<file path="config.mk">
export PLATFORM = sky130hd
export DESIGN_NAME = sorted_key_table_top
export DESIGN_NICKNAME = d
export VERILOG_FILES = /design/src/hdl/skt_pkg.sv /design/src/hdl/skt_mem.sv /design/src/hdl/skt_cmp.sv /design/src/hdl/sorted_key_table_top.sv
export SDC_FILE = /design/constraint.sdc
export NUM_CORES = 2
export LEC_CHECK = 0
export BUFFER_PORTS_ARGS = -buffer_cell sky130_fd_sc_hd__buf_2
export CORE_MARGIN = 10
export CORE_UTILIZATION = 54
export CTS_CLUSTER_DIAMETER = 40
export CTS_CLUSTER_SIZE = 40
export DETAILED_ROUTE_END_ITERATION = 7
export GPL_TIMING_DRIVEN = 0
export PLACE_DENSITY = 0.7
export RECOVER_POWER = 25
export SETUP_SLACK_MARGIN = 0.3
export SYNTH_ARGS = -nofsm -noshare
export SYNTH_HDL_FRONTEND = slang
export SYNTH_SLANG_ARGS = --single-unit
export TNS_END_PERCENT = 10
</file>
<file path="constraint.sdc">
create_clock -name clk_i -period 14.6 [get_ports clk_i]
set_clock_uncertainty 0.05 [all_clocks]
set_input_delay 0.73 -clock clk_i [delete_from_list [all_inputs] [get_ports clk_i]]
set_output_delay 0.73 -clock clk_i [all_outputs]
set_load 0.005 [all_outputs]
</file>
<file path="src/hdl/skt_pkg.sv">
package skt_pkg;

  localparam int unsigned KeyWidth = 32;
  localparam int unsigned PayloadWidth = 32;

  localparam logic [1:0] OP_INSERT = 2'd0;
  localparam logic [1:0] OP_DELETE = 2'd1;
  localparam logic [1:0] OP_FIND = 2'd2;
  localparam logic [1:0] OP_LIST = 2'd3;

  localparam logic [1:0] ST_OK = 2'd0;
  localparam logic [1:0] ST_NONE = 2'd1;
  localparam logic [1:0] ST_FULL = 2'd2;

  typedef struct packed {
    logic signed [KeyWidth-1:0] key;
    logic [PayloadWidth-1:0] payload;
  } entry_t;

  typedef struct packed {
    logic eq;
    logic gt;
  } cmp_t;

endpackage

</file>
<file path="src/hdl/skt_mem.sv">
module skt_mem #(
  parameter int unsigned Depth = 32,
  parameter int unsigned AddrWidth = 5
) (
  input  logic                 clk_i,
  input  logic                 we_i,
  input  logic [AddrWidth-1:0] waddr_i,
  input  skt_pkg::entry_t      wdata_i,
  input  logic [AddrWidth-1:0] raddr_i,
  output skt_pkg::entry_t      rdata_o
);

  skt_pkg::entry_t mem_q [Depth];
  skt_pkg::entry_t rdata_q;

  always_ff @(posedge clk_i) begin
    if (we_i) begin
      mem_q[waddr_i] <= wdata_i;
    end
    rdata_q <= mem_q[raddr_i];
  end

  assign rdata_o = rdata_q;

endmodule

</file>
<file path="src/hdl/skt_cmp.sv">
module skt_cmp (
  input  logic signed [skt_pkg::KeyWidth-1:0] entry_key_i,
  input  logic signed [skt_pkg::KeyWidth-1:0] probe_key_i,
  output skt_pkg::cmp_t                       res_o
);

  assign res_o.eq = (entry_key_i == probe_key_i);
  assign res_o.gt = (entry_key_i > probe_key_i);

endmodule

</file>
<file path="src/hdl/sorted_key_table_top.sv">
// Sorted key table: up to TABLE_DEPTH entries of signed key and payload, kept in ascending
// key order in a single-port-write, single-port-read memory, with one key comparator stepped
// over the entries by a sequencer. An operation is taken when start is high and busy is
// low. Insert walks down from the top entry, shifting larger entries up one place per cycle.
// Delete compacts the table in one pass. Find and list read one entry per cycle. An insert
// on a full table and a delete, find or list on an empty table answer in the next cycle. Each
// result word is shown for exactly one cycle with valid_o high and must be taken then; last_o
// marks the final word of an operation. After reset the table is empty and ready at once.
module sorted_key_table_top #(
  parameter int unsigned TABLE_DEPTH = 32
) (
  input  logic                                     clk_i,
  input  logic                                     rst_ni,
  input  logic                                     start,
  output logic                                     busy,
  input  logic [1:0]                               opcode_i,
  input  logic signed [skt_pkg::KeyWidth-1:0]      account_key_i,
  input  logic [skt_pkg::PayloadWidth-1:0]         record_payload_i,
  output logic                                     valid_o,
  output logic [1:0]                               status_o,
  output logic signed [skt_pkg::KeyWidth-1:0]      entry_key_o,
  output logic [skt_pkg::PayloadWidth-1:0]         entry_payload_o,
  output logic                                     entry_present_o,
  output logic                                     last_o
);

  localparam int unsigned AW = (TABLE_DEPTH > 1) ? $clog2(TABLE_DEPTH) : 1;
  localparam int unsigned CW = $clog2(TABLE_DEPTH + 1);

  localparam logic [2:0] S_IDLE = 3'd0;
  localparam logic [2:0] S_INS = 3'd1;
  localparam logic [2:0] S_PUT = 3'd2;
  localparam logic [2:0] S_DEL = 3'd3;
  localparam logic [2:0] S_SCAN = 3'd4;
  localparam logic [2:0] S_FLUSH = 3'd5;

  logic [2:0]                          state_q, state_d;
  logic [1:0]                          op_q, op_d;
  logic signed [skt_pkg::KeyWidth-1:0] key_q, key_d;
  logic [skt_pkg::PayloadWidth-1:0]    pay_q, pay_d;
  logic [CW-1:0]                       cnt_q, cnt_d;
  logic [AW-1:0]                       idx_q, idx_d;
  logic [CW-1:0]                       wr_q, wr_d;
  skt_pkg::entry_t                     pend_q, pend_d;
  logic                                pend_v_q, pend_v_d;

  logic                                mem_we;
  logic [AW-1:0]                       mem_waddr;
  logic [AW-1:0]                       mem_raddr;
  skt_pkg::entry_t                     mem_wdata;
  skt_pkg::entry_t                     mem_rdata;
  skt_pkg::cmp_t                       cmp;
  skt_pkg::entry_t                     new_entry;
  logic                                last_idx;

  logic                                emit_v;
  logic [1:0]                          emit_st;
  skt_pkg::entry_t                     emit_ent;
  logic                                emit_pres;
  logic                                emit_last;

  logic                                valid_q;
  logic [1:0]                          status_q;
  skt_pkg::entry_t                     ent_q;
  logic                                present_q;
  logic                                last_q;

  skt_mem #(
    .Depth    (TABLE_DEPTH),
    .AddrWidth(AW)
  ) u_mem (
    .clk_i  (clk_i),
    .we_i   (mem_we),
    .waddr_i(mem_waddr),
    .wdata_i(mem_wdata),
    .raddr_i(mem_raddr),
    .rdata_o(mem_rdata)
  );

  skt_cmp u_cmp (
    .entry_key_i(mem_rdata.key),
    .probe_key_i(key_q),
    .res_o      (cmp)
  );

  assign new_entry.key = key_q;
  assign new_entry.payload = pay_q;
  assign last_idx = (CW'(idx_q) == (cnt_q - CW'(1)));

  always_comb begin
    state_d = state_q;
    op_d = op_q;
    key_d = key_q;
    pay_d = pay_q;
    cnt_d = cnt_q;
    idx_d = idx_q;
    wr_d = wr_q;
    pend_d = pend_q;
    pend_v_d = pend_v_q;
    mem_we = 1'b0;
    mem_waddr = AW'(CW'(idx_q) + CW'(1));
    mem_wdata = mem_rdata;
    mem_raddr = AW'(CW'(idx_q) + CW'(1));
    emit_v = 1'b0;
    emit_st = skt_pkg::ST_OK;
    emit_ent = '0;
    emit_pres = 1'b0;
    emit_last = 1'b1;

    unique case (state_q)
      S_IDLE: begin
        mem_raddr = (opcode_i == skt_pkg::OP_INSERT) ? AW'(cnt_q - CW'(1)) : '0;
        if (start) begin
          op_d = opcode_i;
          key_d = account_key_i;
          pay_d = record_payload_i;
          idx_d = '0;
          wr_d = '0;
          pend_v_d = 1'b0;
          unique case (opcode_i)
            skt_pkg::OP_INSERT: begin
              if (cnt_q == CW'(TABLE_DEPTH)) begin
                emit_v = 1'b1;
                emit_st = skt_pkg::ST_FULL;
              end else if (cnt_q == '0) begin
                state_d = S_PUT;
              end else begin
                idx_d = AW'(cnt_q - CW'(1));
                state_d = S_INS;
              end
            end
            skt_pkg::OP_DELETE: begin
              if (cnt_q == '0) begin
                emit_v = 1'b1;
                emit_st = skt_pkg::ST_NONE;
              end else begin
                state_d = S_DEL;
              end
            end
            default: begin
              if (cnt_q == '0) begin
                emit_v = 1'b1;
                emit_st = skt_pkg::ST_NONE;
              end else begin
                state_d = S_SCAN;
              end
            end
          endcase
        end
      end
      S_INS: begin
        mem_raddr = AW'(idx_q - AW'(1));
        mem_we = 1'b1;
        if (cmp.gt) begin
          if (idx_q == '0) begin
            state_d = S_PUT;
          end else begin
            idx_d = idx_q - AW'(1);
          end
        end else begin
          mem_wdata = new_entry;
          cnt_d = cnt_q + CW'(1);
          emit_v = 1'b1;
          state_d = S_IDLE;
        end
      end
      S_PUT: begin
        mem_we = 1'b1;
        mem_waddr = '0;
        mem_wdata = new_entry;
        cnt_d = cnt_q + CW'(1);
        emit_v = 1'b1;
        state_d = S_IDLE;
      end
      S_DEL: begin
        mem_waddr = wr_q[AW-1:0];
        if (!cmp.eq) begin
          mem_we = 1'b1;
          wr_d = wr_q + CW'(1);
        end
        if (last_idx) begin
          cnt_d = wr_d;
          emit_v = 1'b1;
          emit_st = (wr_d != cnt_q) ? skt_pkg::ST_OK : skt_pkg::ST_NONE;
          state_d = S_IDLE;
        end else begin
          idx_d = idx_q + AW'(1);
        end
      end
      S_SCAN: begin
        if ((op_q == skt_pkg::OP_LIST) || cmp.eq) begin
          if (pend_v_q) begin
            emit_v = 1'b1;
            emit_ent = pend_q;
            emit_pres = 1'b1;
            emit_last = 1'b0;
          end
          pend_d = mem_rdata;
          pend_v_d = 1'b1;
        end
        if (last_idx) begin
          state_d = S_FLUSH;
        end else begin
          idx_d = idx_q + AW'(1);
        end
      end
      S_FLUSH: begin
        emit_v = 1'b1;
        if (pend_v_q) begin
          emit_ent = pend_q;
          emit_pres = 1'b1;
        end else begin
          emit_st = skt_pkg::ST_NONE;
        end
        state_d = S_IDLE;
      end
      default: begin
        state_d = S_IDLE;
      end
    endcase
  end

  always_ff @(posedge clk_i or negedge rst_ni) begin
    if (!rst_ni) begin
      state_q <= S_IDLE;
      cnt_q <= '0;
      pend_v_q <= 1'b0;
      valid_q <= 1'b0;
    end else begin
      state_q <= state_d;
      cnt_q <= cnt_d;
      pend_v_q <= pend_v_d;
      valid_q <= emit_v;
    end
  end

  always_ff @(posedge clk_i) begin
    op_q <= op_d;
    key_q <= key_d;
    pay_q <= pay_d;
    idx_q <= idx_d;
    wr_q <= wr_d;
    pend_q <= pend_d;
    status_q <= emit_st;
    ent_q <= emit_ent;
    present_q <= emit_pres;
    last_q <= emit_last;
  end

  assign busy = (state_q != S_IDLE);
  assign valid_o = valid_q;
  assign status_o = status_q;
  assign entry_key_o = ent_q.key;
  assign entry_payload_o = ent_q.payload;
  assign entry_present_o = present_q;
  assign last_o = last_q;

  a_cnt_bound: assert property (@(posedge clk_i) disable iff (!rst_ni)
    cnt_q <= CW'(TABLE_DEPTH))
    else $error("entry count beyond table depth");

  a_full_reply: assert property (@(posedge clk_i) disable iff (!rst_ni)
    (start && !busy && opcode_i == skt_pkg::OP_INSERT && cnt_q == CW'(TABLE_DEPTH))
    |=> (valid_o && status_o == skt_pkg::ST_FULL && last_o))
    else $error("full insert not answered");

  a_last_idle: assert property (@(posedge clk_i) disable iff (!rst_ni)
    (valid_o && last_o) |-> (state_q == S_IDLE))
    else $error("final word while sequencer busy");

  a_mid_busy: assert property (@(posedge clk_i) disable iff (!rst_ni)
    (valid_o && !last_o) |-> (state_q != S_IDLE))
    else $error("non-final word with sequencer idle");

  a_bare_last: assert property (@(posedge clk_i) disable iff (!rst_ni)
    (valid_o && !entry_present_o) |-> last_o)
    else $error("word without entry not final");

  a_entry_ok: assert property (@(posedge clk_i) disable iff (!rst_ni)
    (valid_o && entry_present_o) |-> (status_o == skt_pkg::ST_OK))
    else $error("entry word with bad status");

endmodule
</file>
==> reports/qor.yml <==
drt_iter0_drc: 5362
number_of_enable_type_register_cells_in_the_synthesized_netlist: 2189
core_region_area_sq_um: 174000
post_cts_resized: 0
worstPathRequired_ns: 15.06
largest_net_degree_at_the_start_of_global_routing: 54
drt-total-wl_um: 248000
gr-total-overflow: 0
die_area_sq_um: 192000
ctsHtreeMaxLevel: 5
synth_simple_gate_area_share_pct: 1.69
yosys-top-cells-count: "edfxtp_1 (2189), mux2i_1 (1920), buf_2 (159), dfxtp_1 (132), nor2_1 (78)"
design.final.nets: 5968
area_growth_pct: 16.2
data_arrival_critical_path_ns: 7.22
maxCapViolations: 43
final_layout_size_suffix_gt1_share_pct: 15.6
cpMostUsedCell: "clkbuf_1"
synth.top_cell.area_share_pct: 69.5
cp-end-kind: "flip-flop"
avgRoutedWirePerCell_um: 29.4
synth_flop_cell: "edfxtp_1"
synth_top_family_by_area: "multiplexers"
synth_sequential_area_ratio_pct: 72.6
die_h_um: 438
finalSetupTns_ns: 0
grt_pass1_wl_um: 353000
cts_buffer_depth: 4
rsz_0062_raised_after_global_routing: "no"
period_needed_ns: 6.77
cp_num_buf_inv: 4
startpoint_type: "flip-flop"
final_period_utilization_pct: 46.3
max_slew_margin_pct: -153
synthDominantAreaCellType: "edfxtp_1"
tritoncts_num_sinks: 2332
routabilityCongestion: 0.852
post-synth-top-count-cell: "edfxtp_1"
crit_chain: "inv_1 -> ha_1 -> nand4_1 -> nor3_1 -> clkbuf_1 -> nand3_1 -> a21oi_1 -> clkbuf_1 -> clkbuf_1"
synth-adder-area-share_pct: 0.503
dr_total_vias: 50500
first_global_vias: 50700
setup_viol_count_final: 0
failing_checks: "capacitance limit, slew limit"
max_slew.worst_pin.slew_ns: 3.79
yosysWarnings: 0
run_status: "finished, violations left"
numPortBuffers: 138
finalHoldViolCount: 0
flip_flop_and_latch_count_after_synthesis: 2332
initial_antenna_violation_count: 10
synth-async-reset-ratio_pct: 0.472
dr.pass1.iters: 6
num_io_pins: 139
gr-usage-all-layers_pct: 25.3
synth_area_sq_um: 94500
post_synthesis_area_per_instance_sq_um: 17.9
start_util_pct: 54.3
cts-root-buf: "clkbuf_16"
synthMuxAreaShare_pct: 21.3
worst_skew_pair.late_latency_ns: 0.94
viasPerCell: 5.99
critical-path-slowest-cell: "a21oi_1"
die_w_um: 438
netlist-cell-type-count: 75
fillCellCount: 12000
max_freq_mhz: 148
holdCritPathClass: "input pin to flip-flop"
timing.critical_path.slowest_cell_delay_ns: 1.45
row_count: 153
clock_tree_from_tritoncts: "built"
syn_nets: 5373
post-dp-hpwl_um: 163000
synth-compound-area-share_pct: 1.91
ant_nets: 0
path_max_fanout: 29
ys_top_cells_by_area: "edfxtp_1 (70%), mux2i_1 (20%), dfxtp_1 (2.8%), buf_2 (0.84%), mux2_2 (0.83%)"
crit_path_leading_delay_family: "buffers and inverters"
finalMaxSlewViolations: 882
cts_inserted_buffers: 300
path_clk_slew_ns: 0.06
xor_xnor_fraction_of_synth_area_pct: 0.195
drc: 0
worst-setup-path-type: "flip-flop to flip-flop"
netlist_instances: 5266
## worst register-to-register path, cell delays in order, from the launching register on
cell	delay, ns
edfxtp_1	0.52
inv_1	0.09
ha_1	0.31
nand4_1	0.22
nor3_1	0.32
clkbuf_1	0.61
nand3_1	0.38
a21oi_1	1.45
clkbuf_1	1.04
clkbuf_1	1.35
## per-layer routing
metal / routed length, um / vias to the layer above / part of all wire, % / track usage, %
met5: 13 / - / 0.0052 / 0
met4: 13800 / 2 / 5.5 / 12.6
met3: 18900 / 565 / 7.6 / 4.63
met2: 121000 / 2276 / 49 / 42.0
met1: 94600 / 25700 / 38 / 31.9
li1: - / 21900 / - / -
## layout by cell type, fill, tap and decap left out, drive strengths merged, types with 5 or more instances in the layout
cell            n
nand2          45
o22ai          44
nor2           78
nor3           19
nor4            5
dlygate4sd3    63
mux2i        1920
a31oi           5
o21ai          29
nor2b          42
inv           108
o221a          50
ha             38
and2           65
o31ai           6
a21oi          69
buf           333
xor2            5
diode          24
dfrtp          11
edfxtp       2189
nand4          10
mux2           80
bufinv         23
dfxtp         132
xnor2          16
clkinvlp       23
nand3          15
clkbuf        518
clkinv         74
## timing repair
action,CTS,global route
hold endpoints to repair,73,0
buffers inserted,0,0
hold buffers,63,0
## path summary, 6_finish.rpt
path                       startpoint         endpoint  slack, ns  cells past startpoint
max                         key_q[15]       pend_q[40]       7.83                      9
max in group asynchronous      rst_ni       state_q[2]      13.67                      2
min reg2reg                pend_q[61]  entry_key_o[29]       0.38                      1
min                             start         pend_v_q       0.13                      4
min in group asynchronous      rst_ni         pend_v_q       0.36                      2
max reg2reg                 key_q[15]       pend_q[40]       7.83                      9
## layout make-up
cell class | instances | area (sq um) | share of cell area, %
diodes | 24 | 60.1 | 0.0547
plain buffers | 277 | 1510 | 1.37
clock buffers | 344 | 7950 | 7.24
clock inverters | 179 | 1990 | 1.81
inverters | 49 | 185 | 0.169
multi-input cells | 2608 | 24300 | 22.1
flip-flops and latches | 2332 | 68700 | 62.5
well taps | 2325 | 2910 | 2.65
repair buffers | 293 | 2340 | 2.13
## state kept, by name (all words and copies together), names as in the netlist
register         count
entry_key_o         32
key_q               32
state_q              3
u_mem.rdata_o       64
u_mem.mem_q       2048
wr_q                 6
pend_q              64
idx_q                5
status_o             2
pay_q               32
pend_v_q             1
entry_present_o      1
last_o               1
op_q                 2
valid_o              1
entry_payload_o     32
cnt_q                6
## stage by stage
stage / cell area [sq um] / utilization, % / hold WS, ns / worst slack (ns) / std cells
finish: 110000 / 63.1 / 0.132 / 7.83 / 8431
global route: 110000 / 63.1 / 0.110 / 7.61 / 8425
CTS: 111000 / 63.7 / 0.0115 / 8.76 / 8407
detailed placement: 100000 / 57.7 / 0.375 / 8.80 / 7821
global placement: 98100 / 56.4 / 0.380 / 2.62 / 7729
floorplan: 94500 / - / 0.370 / 8.84 / 5266
## cells by family (layout without fill, tap and decap cells)
kind of cell / after synthesis / in the layout
flip-flops: 2332 / 2332
multiplexers: 2000 / 2000
buffers and inverters: 326 / 1142
AND/OR/NAND/NOR: 302 / 302
AO/OA/AOI/OAI: 247 / 247
adder cells (fa/ha/maj): 38 / 38
XOR/XNOR: 21 / 21
other: 0 / 24
Power is left out: the tool's default activity adds up to more than one toggle a clock period on the data nets, which glitch-free logic cannot reach.
